File: config.mk
export PLATFORM = sky130hd
export DESIGN_NAME = bqd_mac
export DESIGN_NICKNAME = d
export VERILOG_FILES = /design/src/hdl/bqd_pkg.sv /design/src/hdl/bqd_mac.sv
export SDC_FILE = /design/constraint.sdc
export NUM_CORES = 2
export LEC_CHECK = 0
export ABC_AREA = 0
export BUFFER_PORTS_ARGS = -buffer_cell sky130_fd_sc_hd__buf_2
export CAP_MARGIN = 40
export CORE_MARGIN = 1
export CORE_UTILIZATION = 33
export CTS_BUF_LIST = sky130_fd_sc_hd__clkbuf_16
export CTS_CLUSTER_SIZE = 10
export DETAILED_ROUTE_END_ITERATION = 8
export SKIP_CTS_REPAIR_TIMING = 1
export SKIP_LAST_GASP = 1
export SYNTH_ARGS = -nofsm -noshare
export SYNTH_HDL_FRONTEND = slang
export SYNTH_SLANG_ARGS = --single-unit
File: constraint.sdc
create_clock -name clock -period 6.6 [get_ports clock]
set_input_delay 0.33 -clock clock [delete_from_list [all_inputs] [get_ports clock]]
set_output_delay 0.33 -clock clock [all_outputs]
set_load 0.02 [all_outputs]
File: src/hdl/bqd_pkg.sv
// shared types and codes of the biquad cascade
package bqd_pkg;

   // fixed field widths
   localparam int OP_W   = 2;
   localparam int CHAN_W = 3;
   localparam int SECT_W = 3;
   localparam int CSEL_W = 3;
   localparam int HSEL_W = 2;
   localparam int CNT_W  = 4;

   // operation codes
   localparam logic [OP_W-1:0] OP_FILTER = 2'd0;
   localparam logic [OP_W-1:0] OP_COEF   = 2'd1;
   localparam logic [OP_W-1:0] OP_HIST   = 2'd2;

   // coefficient codes, also the order of the multiply steps
   localparam int NUM_COEFS = 5;
   localparam logic [CSEL_W-1:0] COEF_B0 = 3'd0;
   localparam logic [CSEL_W-1:0] COEF_B1 = 3'd1;
   localparam logic [CSEL_W-1:0] COEF_B2 = 3'd2;
   localparam logic [CSEL_W-1:0] COEF_A1 = 3'd3;
   localparam logic [CSEL_W-1:0] COEF_A2 = 3'd4;

   // history word codes
   localparam int NUM_HIST = 4;
   localparam logic [HSEL_W-1:0] HIST_X1 = 2'd0;
   localparam logic [HSEL_W-1:0] HIST_X2 = 2'd1;
   localparam logic [HSEL_W-1:0] HIST_Y1 = 2'd2;
   localparam logic [HSEL_W-1:0] HIST_Y2 = 2'd3;

   // control from the sequencer to the multiply-accumulate unit
   typedef struct packed {
      logic mul_en;
      logic mul_sub;
      logic acc_en;
      logic acc_first;
   } mac_ctrl_type;

endpackage

File: src/hdl/bqd_mac.sv
// shared multiply-accumulate unit with rounding and saturation
module bqd_mac #(
   parameter int SAMPLE_BITS = 24,
   parameter int COEF_BITS   = 32
) (
   input  logic                          clock,
   input  bqd_pkg::mac_ctrl_type         ctrl,
   input  logic signed [COEF_BITS-1:0]   coef,
   input  logic signed [SAMPLE_BITS-1:0] data,
   output logic signed [SAMPLE_BITS-1:0] y,
   output logic                          clip
);

   localparam int PROD_W = COEF_BITS + SAMPLE_BITS;
   localparam int ACC_W  = PROD_W + 3;
   localparam int FRAC   = COEF_BITS - 4;
   localparam int SH_W   = ACC_W - FRAC;
   localparam logic signed [ACC_W-1:0] RND_HALF = ACC_W'(1) << (FRAC - 1);

   logic signed [PROD_W-1:0] prod_ff, prod_in;
   logic                     sub_ff;
   logic signed [ACC_W-1:0]  acc_ff, acc_in;
   logic signed [ACC_W-1:0]  prod_ext, addend, rnd, shifted;
   logic [SH_W-1:0]          sh;
   logic [SH_W-SAMPLE_BITS:0] hi;
   logic                     ovf;

   assign prod_in = coef * data;

   always_ff @(posedge clock) begin
      if (ctrl.mul_en) begin
         prod_ff <= prod_in;
         sub_ff  <= ctrl.mul_sub;
      end
      if (ctrl.acc_en) begin
         acc_ff <= acc_in;
      end
   end

   always_comb begin
      prod_ext = ACC_W'(prod_ff);
      addend   = sub_ff ? -prod_ext : prod_ext;
      acc_in   = (ctrl.acc_first ? '0 : acc_ff) + addend;
   end

   // round half up, drop the fraction, clip to the sample range
   always_comb begin
      rnd     = acc_ff + RND_HALF;
      shifted = rnd >>> FRAC;
      sh      = shifted[SH_W-1:0];
      hi      = sh[SH_W-1:SAMPLE_BITS-1];
      ovf     = !((&hi) || (~|hi));
      clip    = ovf;
      if (ovf) begin
         y = sh[SH_W-1] ? {1'b1, {(SAMPLE_BITS-1){1'b0}}} : {1'b0, {(SAMPLE_BITS-1){1'b1}}};
      end else begin
         y = sh[SAMPLE_BITS-1:0];
      end
   end

endmodule

==> impl_metrics.ini <==
[routing]
route.detailed.drc = 0
firstDrtPassIters = 5
route.detailed.vias_per_inst = 4.76
num_vias = 26400
wl_met1_um = 44100
first_iter_violations = 1345
totalWireLength_um = 93300
top_layer = met4
met3_length_um = 3960
wl_per_cell_um = 16.8
ant_nets = 0
wl_met2_um = 43800

[yosys]
synth_area_um2 = 35700
synth_top_area_cell = fa_1
syn_inst = 3842
yosys_warnings = 0
syn-num-nets = 4897
syn_avg_cell_area_um2 = 9.29
synth-edff-count = 116
synth_seq_cells = 116
yosysMostFrequentCell = fa_1
yosys.area.top_type_share = 0.440
synth.area.top_cells = fa_1 (44%), edfxtp_1 (9.8%), inv_1 (8.2%)
netlist_top_cells_count = fa_1 (784), inv_1 (777), nand2_1 (464)
ys.flop_type = edfxtp_1
synth_seq_area_share = 0.0976
yosysUniqueCellTypes = 78
synthArstFlopShare = 0

[timing]
finalCritPeriodShare = 0.983
skew_ns = 0.0130
tightest_slew_ns = 0.944
fin_setup_tns_ns = 0
period_minus_slack_ns = 6.49
rsz0062_at_grt = true
fmax_mhz = 154
setup_viol = 0
report.final.slew_viol_count = 0
hold_viol_final = 0
slew_headroom = 0.354

[floorplanning]
start_util = 0.333
std_cell_rows = 120
fp.dieW_um = 331
die_height_um = 331
core_um2 = 107000
die_area_um2 = 109000
io_pins = 86

[cells_and_area]
area_growth_pct = 17.4
drive_gt1_frac = 0.155
fill_cells = 10800
diodes = 0
fin_nets = 5181
stdcell_count = 5542

[critical_path]
crit_path_end_kind = flip-flop
critical_path.max_stage_delay_ns = 0.59
required_ns = 6.78
cp_common_cell = fa_1
critPathKind = input pin to flip-flop
cp_max_fo = 9
arrival_ns = 6.66
crit_chain = buf_4, buf_12, and2_1, fa_1, fa_2, fa_2, fa_1, fa_1, fa_1, inv_1, fa_1, inv_2, ha_4, buf_4, and4_1, and3_1, a21oi_1, o211ai_1, nand3_1, nand4b_1, a311oi_2, o21ai_2, a221oi_2, xnor2_1
startpoint_type = input pin
crit_slowest_cell = fa_2

[clocking]
clockRootBuffer = clkbuf_16
cts.sinks = 116
numCtsBuffers = 17
htree_levels = 4
tritoncts = built
clockBufferDepth = 2
clkSlewWorstSetupHoldPaths_ns = 0.06
clk_latency_ns = 0.43

[global_routing]
grt-ovfl-total = 0
grt_max_degree = 60
grt_pass1_vias = 27700
grt_usage = 0.169
antenna_found_initial = 0
grt_pass1_wl_um = 148000

[min_path]
hp-class = input pin to flip-flop

[flow_run]
maxCapViolCount = 0

[place]
dp_hpwl_um = 79500
placed_cells = 5491
port_buffers = 85
place.gp.congestion = 0.870

[status]
status = completed
-- path summary, 6_finish.rpt --
kind                              from               endpoint  slack (ns)  cells past startpoint
setup reg to reg  prod_ff[0]$_DFFE_PP_   acc_ff[58]$_DFFE_PP_        0.78                     18
hold / removal                 ctrl[2]       sub_ff$_DFFE_PP_        0.08                      1
setup / recovery               coef[5]  prod_ff[48]$_DFFE_PP_        0.11                     24
hold reg to reg   prod_ff[0]$_DFFE_PP_    acc_ff[0]$_DFFE_PP_        0.65                      1
-- area by class of cell --
type / instances / area [µm²] / area share
tap: 1403 / 1760 / 0.0419
multi-input combinational: 2772 / 29300 / 0.699
clock inverter: 15 / 190 / 0.00454
sequential: 116 / 3480 / 0.0831
clock buffer: 17 / 425 / 0.0101
timing repair buffer: 439 / 3830 / 0.0914
inverter: 780 / 2930 / 0.0700
-- sequential cells by signal (all words and copies together) (netlist names) --
name / count
prod_ff: 56
sub_ff: 1
acc_ff: 59
-- worst max-delay path, delay by kind of cell --
kind                     cells  cell delay (ns)
adder cells (fa/ha/maj)      8             3.82
buffers and inverters        5             0.57
XOR/XNOR                     1             0.09
AND/OR/NAND/NOR              5             0.85
AO/OA/AOI/OAI                5             0.96
-- routing by layer --
metal | global-route usage | vias up
met5 | 0 | -
li1 | - | 12300
met3 | 0.0153 | 76
met2 | 0.281 | 548
met1 | 0.242 | 13500
met4 | 0.0285 | 0
-- kinds of logic after synthesis --
| family | after synthesis | share of synthesized area |
|---|---|---|
| compound gates | 421 | 0.0749 |
| fa+ha+maj | 994 | 0.513 |
| buf+inv | 954 | 0.100 |
| flops | 116 | 0.0976 |
| mux | 1 | 0.000280 |
| xor+xnor | 199 | 0.0490 |
| simple gates | 1157 | 0.165 |
-- per-stage QoR --
stage	hold slack (ns)	setup slack (ns)	util	instance area [µm²]
finish	0.0800	0.113	0.391	41900
global route	0.0713	-0.108	0.391	41900
CTS	0.0621	-0.256	0.380	40800
detailed placement	0.511	-0.708	0.374	40100
global placement	0.510	-0.668	0.374	40100
floorplan	0.429	0.00209	-	35800
-- cells in the final DEF (no fill, tap or decap), drive strengths merged, types with 5 or more instances in the layout --
cell type / Yosys / layout
fa: 784 / 784
inv: 779 / 779
nand2: 466 / 466
buf: 12 / 427
and2: 370 / 370
ha: 210 / 210
xnor2: 151 / 151
a21oi: 136 / 136
edfxtp: 116 / 116
nor2: 96 / 96
o21ai: 93 / 93
nor2b: 72 / 72
a21o: 53 / 53
xor2: 48 / 48
nand3: 35 / 35
clkbuf: 162 / 29
and3: 24 / 24
a31oi: 18 / 18
o31ai: 17 / 17
nand4: 16 / 16
a211oi: 16 / 16
nand2b: 14 / 14
o211ai: 12 / 12
o21bai: 12 / 12
nor3: 12 / 12
or4: 12 / 12
o41ai: 12 / 12
o21a: 11 / 11
or3: 10 / 10
nor4: 9 / 9
clkinv: 1 / 8
or2: 7 / 7
and4: 6 / 6
a221oi: 5 / 5
Power is left out: the tool's default activity adds up to more than one toggle a clock period on the data nets, which glitch-free logic cannot reach.
