[src/hdl/bqd_ram.sv]
// generic single-write, single-read memory with registered read data
module bqd_ram #(
   parameter int WIDTH = 8,
   parameter int DEPTH = 16,
   localparam int ADDR_W = (DEPTH <= 2) ? 1 : $clog2(DEPTH)
) (
   input  logic              clock,
   input  logic              we,
   input  logic [ADDR_W-1:0] waddr,
   input  logic [WIDTH-1:0]  wdata,
   input  logic [ADDR_W-1:0] raddr,
   output logic [WIDTH-1:0]  rdata
);

   logic [WIDTH-1:0] mem_ff [DEPTH];
   logic [WIDTH-1:0] rdata_ff;

   always_ff @(posedge clock) begin
      if (we) begin
         mem_ff[waddr] <= wdata;
      end
      rdata_ff <= mem_ff[raddr];
   end

   assign rdata = rdata_ff;

endmodule

[config.mk]
export PLATFORM = sky130hd
export DESIGN_NAME = bqd_ram
export DESIGN_NICKNAME = d
export VERILOG_FILES = /design/src/hdl/bqd_ram.sv
export SDC_FILE = /design/constraint.sdc
export NUM_CORES = 1
export LEC_CHECK = 0
export ABC_CLOCK_PERIOD_IN_PS = 2450
export BUFFER_PORTS_ARGS = -buffer_cell sky130_fd_sc_hd__buf_2
export CAP_MARGIN = 15
export CORE_ASPECT_RATIO = 0.9
export CORE_MARGIN = 3
export CORE_UTILIZATION = 30
export DETAILED_ROUTE_END_ITERATION = 8
export GPL_ROUTABILITY_DRIVEN = 0
export GPL_TIMING_DRIVEN = 1
export PLACE_DENSITY_LB_ADDON = 0.12
export SKIP_LAST_GASP = 1
export SLEW_MARGIN = 0
export SYNTH_ARGS = -nofsm -noshare
export SYNTH_HDL_FRONTEND = slang
export SYNTH_SLANG_ARGS = --single-unit
[constraint.sdc]
create_clock -name clock -period 2.45 [get_ports clock]
set_input_delay 0.245 -clock clock [delete_from_list [all_inputs] [get_ports clock]]
set_output_delay 0.245 -clock clock [all_outputs]
set_load 0.01 [all_outputs]
==> metrics, run 1 <==
outcome finished, final reports clean; Die H 130.3 um; DR pass1 iterations 4; cells resized by post-CTS repair 0; layout cells sized above 1 29.83%; TNS Setup 0 ns; crit share post-route 55.81%; starting density of the core 31.27%; Finished Layout Cells 502; Worst-Margin Slew 0.7702 ns; Sink Count 136; CTS tree built; area grow syn2layout 20.78%; Inst Count DP 470; Syn Nets 247; Post-Syn Instances 229; Fmax achieved 0.7313 GHz; Port Buffer Count 25; critical path type register to register; HPWL Detailed 6743 um; clk_skew 0.006315 ns; I/O pin count 26; Max VDD drop 417.4 uV; CTS Hold Buffers Added 0; Slowest-stage cell, CP mux4_1; Longest Clk Path Bufs 2; number of synthesized register bits 136; Yosys Warn Count 0; total grt overflow 0; Rows 44; WHS 0.2239 ns; core area 16460 um^2; final net count 300; Critical path buffers and inverters 0; startpoint types register; Pleak 2.101 nW; first-pass GRT wire length 16110 um; Top delay family on crit path multiplexers; min cycle time layout 1.367 ns; Min-Delay Path Class primary input to register; Die X 144.1 um; root buf cell clkbuf_16; initial antenna violation count 0; mean post-synth cell area 22.48 um^2; CP max FO 1; final wirelength 10840 um; number of global-route vias before repair 2498; Die ar. 18770 um^2; antenna cells 0; power density cells 892.1 nW/um^2; CP endpoint kind register; max-slew violations 0; final hold vios 0; crit-path max cell delay 0.50 ns; DR vias 2412; clk_lat worst skew 0.41 ns; Critical Path AT 1.66 ns; pin count of the biggest net entering global routing 33; max_cap viols 0; H-tree levels 4; DRC Markers 0; Worst EP required 2.74 ns; Distinct cells, synth 19; post-route ant nets 0; post-DR wirelength/cell 21.59 um; GRT Resource Usage Total 12.49%; Iter 0 DRT Violations 151; cts bufs inserted 17; via-per-instance ratio 4.805; relative slew slack 48.46%; RSZ-0062 raised after global routing false; area of the mapped netlist 5147 um^2; Worst-path clk slew 0.06 ns; Final setup viols 0; Critical Path, Cell by Cell mux4_1 -> a22oi_1 -> nand2_1; sequential-to-total area share from yosys stat 77.78%; setup bufs post-CTS 0
[metal layers]
metal / vias up / part of all wire [%] / track usage (%)
met3: 10 / 5.5 / 4.397
li1: 1078 / - / -
met2: 63 / 45 / 17.84
met5: - / 0 / 0
met4: 0 / 1.3 / 4.707
met1: 1261 / 48 / 17.61
[state kept, by name, indices dropped and copies added (netlist names)]
name and flops:
rdata 8, mem_ff 128
[synth_stat cells (all sizes together)]
master | n | share of area, %
nand2 | 9 | 0.66
nand3b | 2 | 0.29
a22oi | 16 | 2.3
and2b | 1 | 0.15
mux4 | 32 | 15
and2 | 1 | 0.12
clkdlybuf4s25 | 3 | 0.58
buf | 7 | 1.1
nand2b | 2 | 0.24
edfxtp | 128 | 75
dfxtp | 8 | 3.1
nor3 | 4 | 0.39
nand3 | 1 | 0.097
nor2b | 1 | 0.12
nor2 | 13 | 0.95
or3b | 1 | 0.17
[power breakdown]
| part | internal [W] | switching, W | total, W | leakage [nW] |
|---|---|---|---|---|
| sequential | 0.00260 | 0.0000167 | 0.00262 | 1.22 |
| combinational | 0.000103 | 0.000145 | 0.000247 | 0.576 |
| clock | 0.00178 | 0.000896 | 0.00268 | 0.302 |
| total | 0.00449 | 0.00106 | 0.00555 | 2.10 |
[through the flow]
stage	area [um^2]	util, %	setup slack [ns]	power, W
5_1_grt	6217	37.77	0.9944	0.005746
3_3_place_gp	5600	34.02	0.6787	0.002919
4_1_cts	6217	37.77	1.076	0.005612
2_1_floorplan	5147	-	0.7121	0.002800
6_report	6217	37.77	1.083	0.005547
3_5_place_dp	5600	34.02	0.6922	0.002923
[layout make-up]
cell class / count / area [um^2]
fill: 1470 / 10240
multi-input combinational: 83 / 1057
sequential: 136 / 4004
clock inverter: 12 / 180.2
timing repair buffer: 44 / 280.3
tap: 207 / 259.0
clock buffer: 20 / 436.7
[cells in the final DEF, fill, tap and decap left out]
cell	count
or3b_2	1
mux4_2	18
buf_12	1
edfxtp_1	128
clkbuf_16	17
and2b_1	1
and2_1	1
clkbuf_1	3
nor3_1	4
buf_4	18
clkinv_1	4
bufinv_16	5
buf_2	25
mux4_1	14
nand2b_1	2
nand3_1	1
nand3b_1	2
clkinv_2	3
dfxtp_1	8
nand2_1	9
a22oi_1	16
nor2_1	13
nor2b_1	1
[cells by family after synthesis]
kind of cell,synth area share (%)
AOI/OAI and AO/OA,2.334
muxes,15.02
DFF,77.78
buffers and inverters,1.677
and+or+nand+nor,3.184
[worst paths after layout]
| kind | start | to | slack (ns) | cells past startpoint |
|---|---|---|---|---|
| worst max-delay path | mem_ff[2][1] | rdata[1] | 1.08 | 3 |
| worst min-delay path | wdata[0] | mem_ff[3][0] | 0.22 | 1 |
| worst max register to register | mem_ff[2][1] | rdata[1] | 1.08 | 3 |
| worst min register to register | mem_ff[12][4] | rdata[4] | 0.67 | 3 |
(Power assumes the default switching activity.)
==> run 2: changes to the inputs <==
Settings changed: ABC_AREA set to 1, ABC_CLOCK_PERIOD_IN_PS 2450 to 1400.
Clock period 2.45 ns to 1.4 ns, I/O delays scaled along.
==> metrics, run 2 <==
Top delay family on crit path flip-flops (was multiplexers); GRT Resource Usage Total 14.71% (was 12.49%); Syn Nets 569 (was 247); sequential-to-total area share from yosys stat 69.43% (was 77.78%); Worst EP required 1.26 ns (was 2.74 ns); clk_skew 0.008796 ns (was 0.006315 ns); layout cells sized above 1 13.73% (was 29.83%); via-per-instance ratio 4.370 (was 4.805); Final setup viols 0 (unchanged); Fmax achieved 0.9162 GHz; critical path type register to primary output (was register to register); count leader, synth nand2_1 (was edfxtp_1); EDFF count, synth 128 (unchanged); Critical Path, Cell by Cell buf_2 (was mux4_1 -> a22oi_1 -> nand2_1); share of the synthesized area in the top cell type 66.65% (was 74.67%); min cycle time layout 1.091 ns; startpoint types register (unchanged); crit share post-route 77.96%; setup bufs post-CTS 0 (unchanged); root buf cell clkbuf_16 (unchanged); RSZ-0062 raised after global routing false (unchanged); reg2reg setup slack 0.34 ns (was 1.08 ns); Die H 137.5 um (was 130.3 um); pin count of the biggest net entering global routing 40 (was 33); WHS Path Cells 3 (was 1); Critical Path AT 0.95 ns (was 1.66 ns); Die ar. 20920 um^2 (was 18770 um^2); I/O pin count 26 (unchanged); fill count 1853 (was 1470); CP endpoint kind primary output (was register); Worst-path clk slew 0.06 ns (about the same); Yosys Warn Count 0 (unchanged); CP max FO 1 (unchanged); power density cells 1409 nW/um^2 (was 892.1 nW/um^2); CTS Hold Buffers Added 0 (unchanged); final net count 617 (was 300); Post-synth top cells nand2_1, edfxtp_1, inv_1, nand3_1, nor2_1 (was edfxtp_1, mux4_2, a22oi_1, mux4_1, nor2_1); Longest Clk Path Bufs 2 (unchanged); Max VDD drop 920.9 uV (was 417.4 uV); area grow syn2layout 19.53% (was 20.78%); cts bufs inserted 17 (unchanged); number of global-route vias before repair 3707 (was 2498); Final Power 0.009709 W (was 0.005547 W); CTS tree built (unchanged); Pleak 2.974 nW (was 2.101 nW); number of synthesized register bits 136 (unchanged); Port Buffer Count 25 (unchanged); DR pass1 iterations 4 (unchanged); total grt overflow 0 (unchanged); Most flops, register mem_ff (unchanged); Rows 47 (was 44); final hold vios 0 (unchanged); most frequent cells in the layout nand2_1, edfxtp_1, inv_1 (was edfxtp_1, buf_2, mux4_2, buf_4, clkbuf_16); H-tree levels 4 (unchanged); met3 wire len 588 um (was 592 um); Post-synth ARST share 0% (unchanged); initial antenna violation count 0 (unchanged); Metal-1 WL 7527 um (was 5244 um); hold path startpoint raddr[3] (was wdata[0]); Post-Syn Instances 551 (was 229); Synth area leader edfxtp_1 (unchanged); mean post-synth cell area 10.47 um^2 (was 22.48 um^2); Die X 152.1 um (was 144.1 um); max_cap viols 0 (unchanged); TNS Setup 0 ns (unchanged); Sink Count 136 (unchanged); DR vias 3745 (was 2412); post-route ant nets 0 (unchanged); max reg flops 128 (unchanged); relative slew slack 71.53% (was 48.46%); R2R cell count 6 (was 3); max-slew violations 0 (unchanged); cells resized by post-CTS repair 0 (unchanged); Slowest-stage cell, CP dfxtp_1 (was mux4_1); area of the mapped netlist 5767 um^2 (was 5147 um^2); Min-Delay Path Class primary input to register (unchanged); post-DR wirelength/cell 17.06 um (was 21.59 um); Worst-Margin Slew 0.4270 ns (was 0.7702 ns); starting density of the core 30.93% (was 31.27%); Distinct cells, synth 12 (was 19); most common cell after layout, fill and taps aside nand2_1 (was edfxtp_1); Iter 0 DRT Violations 266 (was 151); outcome finished, final reports clean (unchanged); routed wl met2 6353 um (was 4854 um); core area 18640 um^2 (was 16460 um^2); Reg2Reg Launch Point mem_ff[10][3] (was mem_ff[2][1]); Top Layer Used met4 (unchanged); ys flop type edfxtp_1 (unchanged); clk_lat worst skew 0.42 ns (was 0.41 ns); HPWL Detailed 9582 um (was 6743 um); DRC Markers 0 (unchanged); crit-path max cell delay 0.38 ns (was 0.50 ns); main area contributors after synthesis edfxtp_1, nand2_1, nand3_1 (was edfxtp_1, mux4_2, mux4_1); RR Endpoint rdata[3] (was rdata[1]); Hold Crit Endpoint rdata[7] (was mem_ff[3][0]); antenna cells 0 (unchanged); final wirelength 14620 um (was 10840 um); first-pass GRT wire length 22580 um (was 16110 um); Critical path buffers and inverters 1 (was 0)
==> run 2: stage by stage <==
stage / utilization (%) / area, um^2 / hold slack (ns) / setup slack, ns / instances
final: 36.98 / 6893 / 0.07637 / 0.3086 / 857
after global routing: 36.98 / 6893 / 0.07009 / 0.2400 / 857
after CTS: 36.98 / 6893 / 0.05303 / 0.2724 / 857
after detailed placement: 33.75 / 6292 / 0.5052 / 0.1291 / 825
after global placement: 33.75 / 6292 / 0.5112 / 0.1371 / 825
after floorplan: - / 5767 / 0.2389 / 0.3092 / 551
==> run 2: where the power goes <==
part / internal (W) / total [W] / switching, W
registers: 0.00455 / 0.00458 / 0.0000307
logic: 0.000187 / 0.000601 / 0.000414
clock network: 0.00292 / 0.00452 / 0.00160
total: 0.00766 / 0.00971 / 0.00204
==> run 2: logic make-up after synthesis <==
family | synth area share [%]
AND/OR/NAND/NOR | 21.05
buffers and inverters | 9.525
flip-flops | 69.43
==> run 2: area by class of cell <==
| type | instances | area [um^2] | area share [%] |
|---|---|---|---|
| Sequential cell | 136 | 4004 | 58.09 |
| Clock inverter | 9 | 122.6 | 1.779 |
| Multi-Input combinational cell | 289 | 1214 | 17.61 |
| Tap cell | 245 | 306.5 | 4.447 |
| Clock buffer | 23 | 478.0 | 6.934 |
| Inverter | 102 | 382.9 | 5.555 |
| Timing Repair Buffer | 53 | 385.4 | 5.591 |
==> run 2: how the worst max path moves through the flow <==
stage                        startpoint            end  slack [ns]  cells past startpoint
after floorplan                waddr[2]  mem_ff[10][0]        0.31                      2
after global placement         raddr[0]       rdata[0]        0.14                      9
after detailed placement       raddr[0]       rdata[3]        0.13                      9
after CTS                      rdata[0]       rdata[0]        0.27                      1
after global routing      mem_ff[10][3]       rdata[3]        0.24                      6
final                          rdata[0]       rdata[0]        0.31                      1
==> run 2: metal layers <==
metal | GRT usage, % | up-vias
li1 | - | 1869
met1 | 21.53 | 1781
met2 | 21.67 | 85
met3 | 3.612 | 10
met4 | 4.393 | 0
met5 | 0 | -
==> run 3: changes to the inputs <==
Settings changed: ABC_CLOCK_PERIOD_IN_PS 1400 to 1100.
Clock period 1.4 ns to 1.1 ns, I/O delays scaled along.
==> metrics, run 3 (synthesis results as in run 2) <==
Rows 47 (unchanged); Sink Count 136 (unchanged); Min-Delay Path Class primary input to register (unchanged); CTS Hold Buffers Added 0 (unchanged); Iter 0 DRT Violations 275 (was 266); outcome finished, final reports clean (unchanged); most common cell after layout, fill and taps aside nand2_1 (unchanged); via-per-instance ratio 4.337 (was 4.370); cts bufs inserted 17 (unchanged); Port Buffer Count 25 (unchanged); Longest Clk Path Bufs 2 (unchanged); TNS Setup 0 ns (unchanged); setup bufs post-CTS 0 (unchanged); first-pass GRT wire length 21580 um (was 22580 um); antenna cells 0 (unchanged); GRT Resource Usage Total 14.16% (was 14.71%); DR vias 3743 (was 3745); critical path type register to primary output (unchanged); min cycle time layout 1.063 ns; I/O pin count 26 (unchanged); post-route ant nets 0 (unchanged); initial antenna violation count 0 (unchanged); max reg flops 128 (unchanged); Top delay family on crit path flip-flops (unchanged); Worst-Margin Slew 0.4227 ns (was 0.4270 ns); CP max FO 1 (unchanged); Die H 137.5 um (unchanged); CP endpoint kind primary output (unchanged); crit-path max cell delay 0.38 ns (about the same); root buf cell clkbuf_16 (unchanged); DR pass1 iterations 5 (was 4); startpoint types register (unchanged); final hold vios 0 (unchanged); Final Power 0.01291 W (was 0.009709 W); post-DR wirelength/cell 16.43 um (was 17.06 um); Most flops, register mem_ff (unchanged); Die ar. 20920 um^2 (unchanged); total grt overflow 0 (unchanged); HPWL Detailed 9090 um (was 9582 um); DRC Markers 0 (unchanged); layout cells sized above 1 15.21% (was 13.73%); crit share post-route 96.67%; clk_skew 0.007285 ns (was 0.008796 ns); starting density of the core 30.93% (unchanged); Critical Path AT 0.95 ns (about the same); RSZ-0062 raised after global routing true (was false); number of global-route vias before repair 3572 (was 3707); Final setup viols 0 (unchanged); final wirelength 14180 um (was 14620 um); Worst EP required 0.99 ns (was 1.26 ns); max-slew violations 0 (unchanged); H-tree levels 4 (unchanged); relative slew slack 71.82% (was 71.53%); Slowest-stage cell, CP dfxtp_1 (unchanged); Final WS setup 0.03668 ns (was 0.3086 ns); DP Worst Slack -0.2162 ns (was 0.1291 ns); Critical path buffers and inverters 1 (unchanged); max_cap viols 0 (unchanged); core area 18640 um^2 (unchanged); Max VDD drop 1020 uV (was 920.9 uV); Die X 152.1 um (unchanged); area grow syn2layout 22.22% (was 19.53%); pin count of the biggest net entering global routing 58 (was 40); fill count 1800 (was 1853); CTS tree built (unchanged); Fmax achieved 0.9405 GHz; Worst-path clk slew 0.06 ns (about the same); power density cells 1832 nW/um^2 (was 1409 nW/um^2); final net count 623 (was 617); most frequent cells in the layout nand2_1, edfxtp_1, inv_1 (unchanged); clk_lat worst skew 0.41 ns (was 0.42 ns); Pleak 3.045 nW (was 2.974 nW); Critical Path, Cell by Cell buf_2 (unchanged)
## run 3: changes by cell type in the layout (fill, tap and decap cells not counted), sizes merged
cell | before | now
bufinv | 3 | 6
buf | 53 | 59
clkinv | 5 | 8
clkbuf | 23 | 17
## run 3: metal layers
layer	global-route usage, %	vias up	wire length (um)
met4	4.643	0	129
li1	-	1879	-
met5	0	-	0
met1	19.92	1775	7046
met3	3.298	10	766
met2	21.79	79	6239
## run 3: final timing paths
kind	slack, ns	startpoint	to	depth (start not counted)
setup reg to reg	0.06	mem_ff[1][7]	rdata[7]	6
setup / recovery	0.04	rdata[7]	rdata[7]	1
hold / removal	0.06	raddr[3]	rdata[5]	3
hold reg to reg	0.65	mem_ff[12][5]	rdata[5]	6
## run 3: report_power, final
group	total [W]	switching (W)	internal, W
registers	0.00583	0.0000366	0.00580
logic	0.000812	0.000545	0.000268
clock network	0.00627	0.00205	0.00421
## run 3: what timing repair did
item | 4_1_cts | 5_1_grt
setup endpoints to repair | 1 | 2
endpoints found under the hold margin | 0 | 0
gates resized for setup | 1 | 3
## run 3: tightest hold or removal path, delay by kind of cell
| kind | cells | cell delay [ns] |
|---|---|---|
| buffers and inverters | 1 | 0.17 |
| AND/OR/NAND/NOR | 2 | 0.14 |
## run 3: cell type report
cell class	count	area [um^2]	share of cell area, %
clock buffer	17	425.4	6.036
clock inverter	15	231.5	3.284
inverter	102	382.9	5.432
multi-input combinational	289	1229	17.43
sequential	136	4005	56.83
tap	245	306.5	4.349
timing repair buffer	59	467.9	6.639
## run 3: metrics by stage
| stage | hold slack, ns | util [%] | cells | cell area [um^2] |
|---|---|---|---|---|
| detailed placement | 0.4907 | 34.20 | 831 | 6375 |
| finish | 0.06371 | 37.81 | 863 | 7048 |
| global route | 0.05755 | 37.81 | 863 | 7048 |
| global placement | 0.4924 | 34.20 | 831 | 6375 |
| floorplan | 0.2089 | - | 551 | 5767 |
| CTS | 0.04373 | 37.73 | 863 | 7033 |
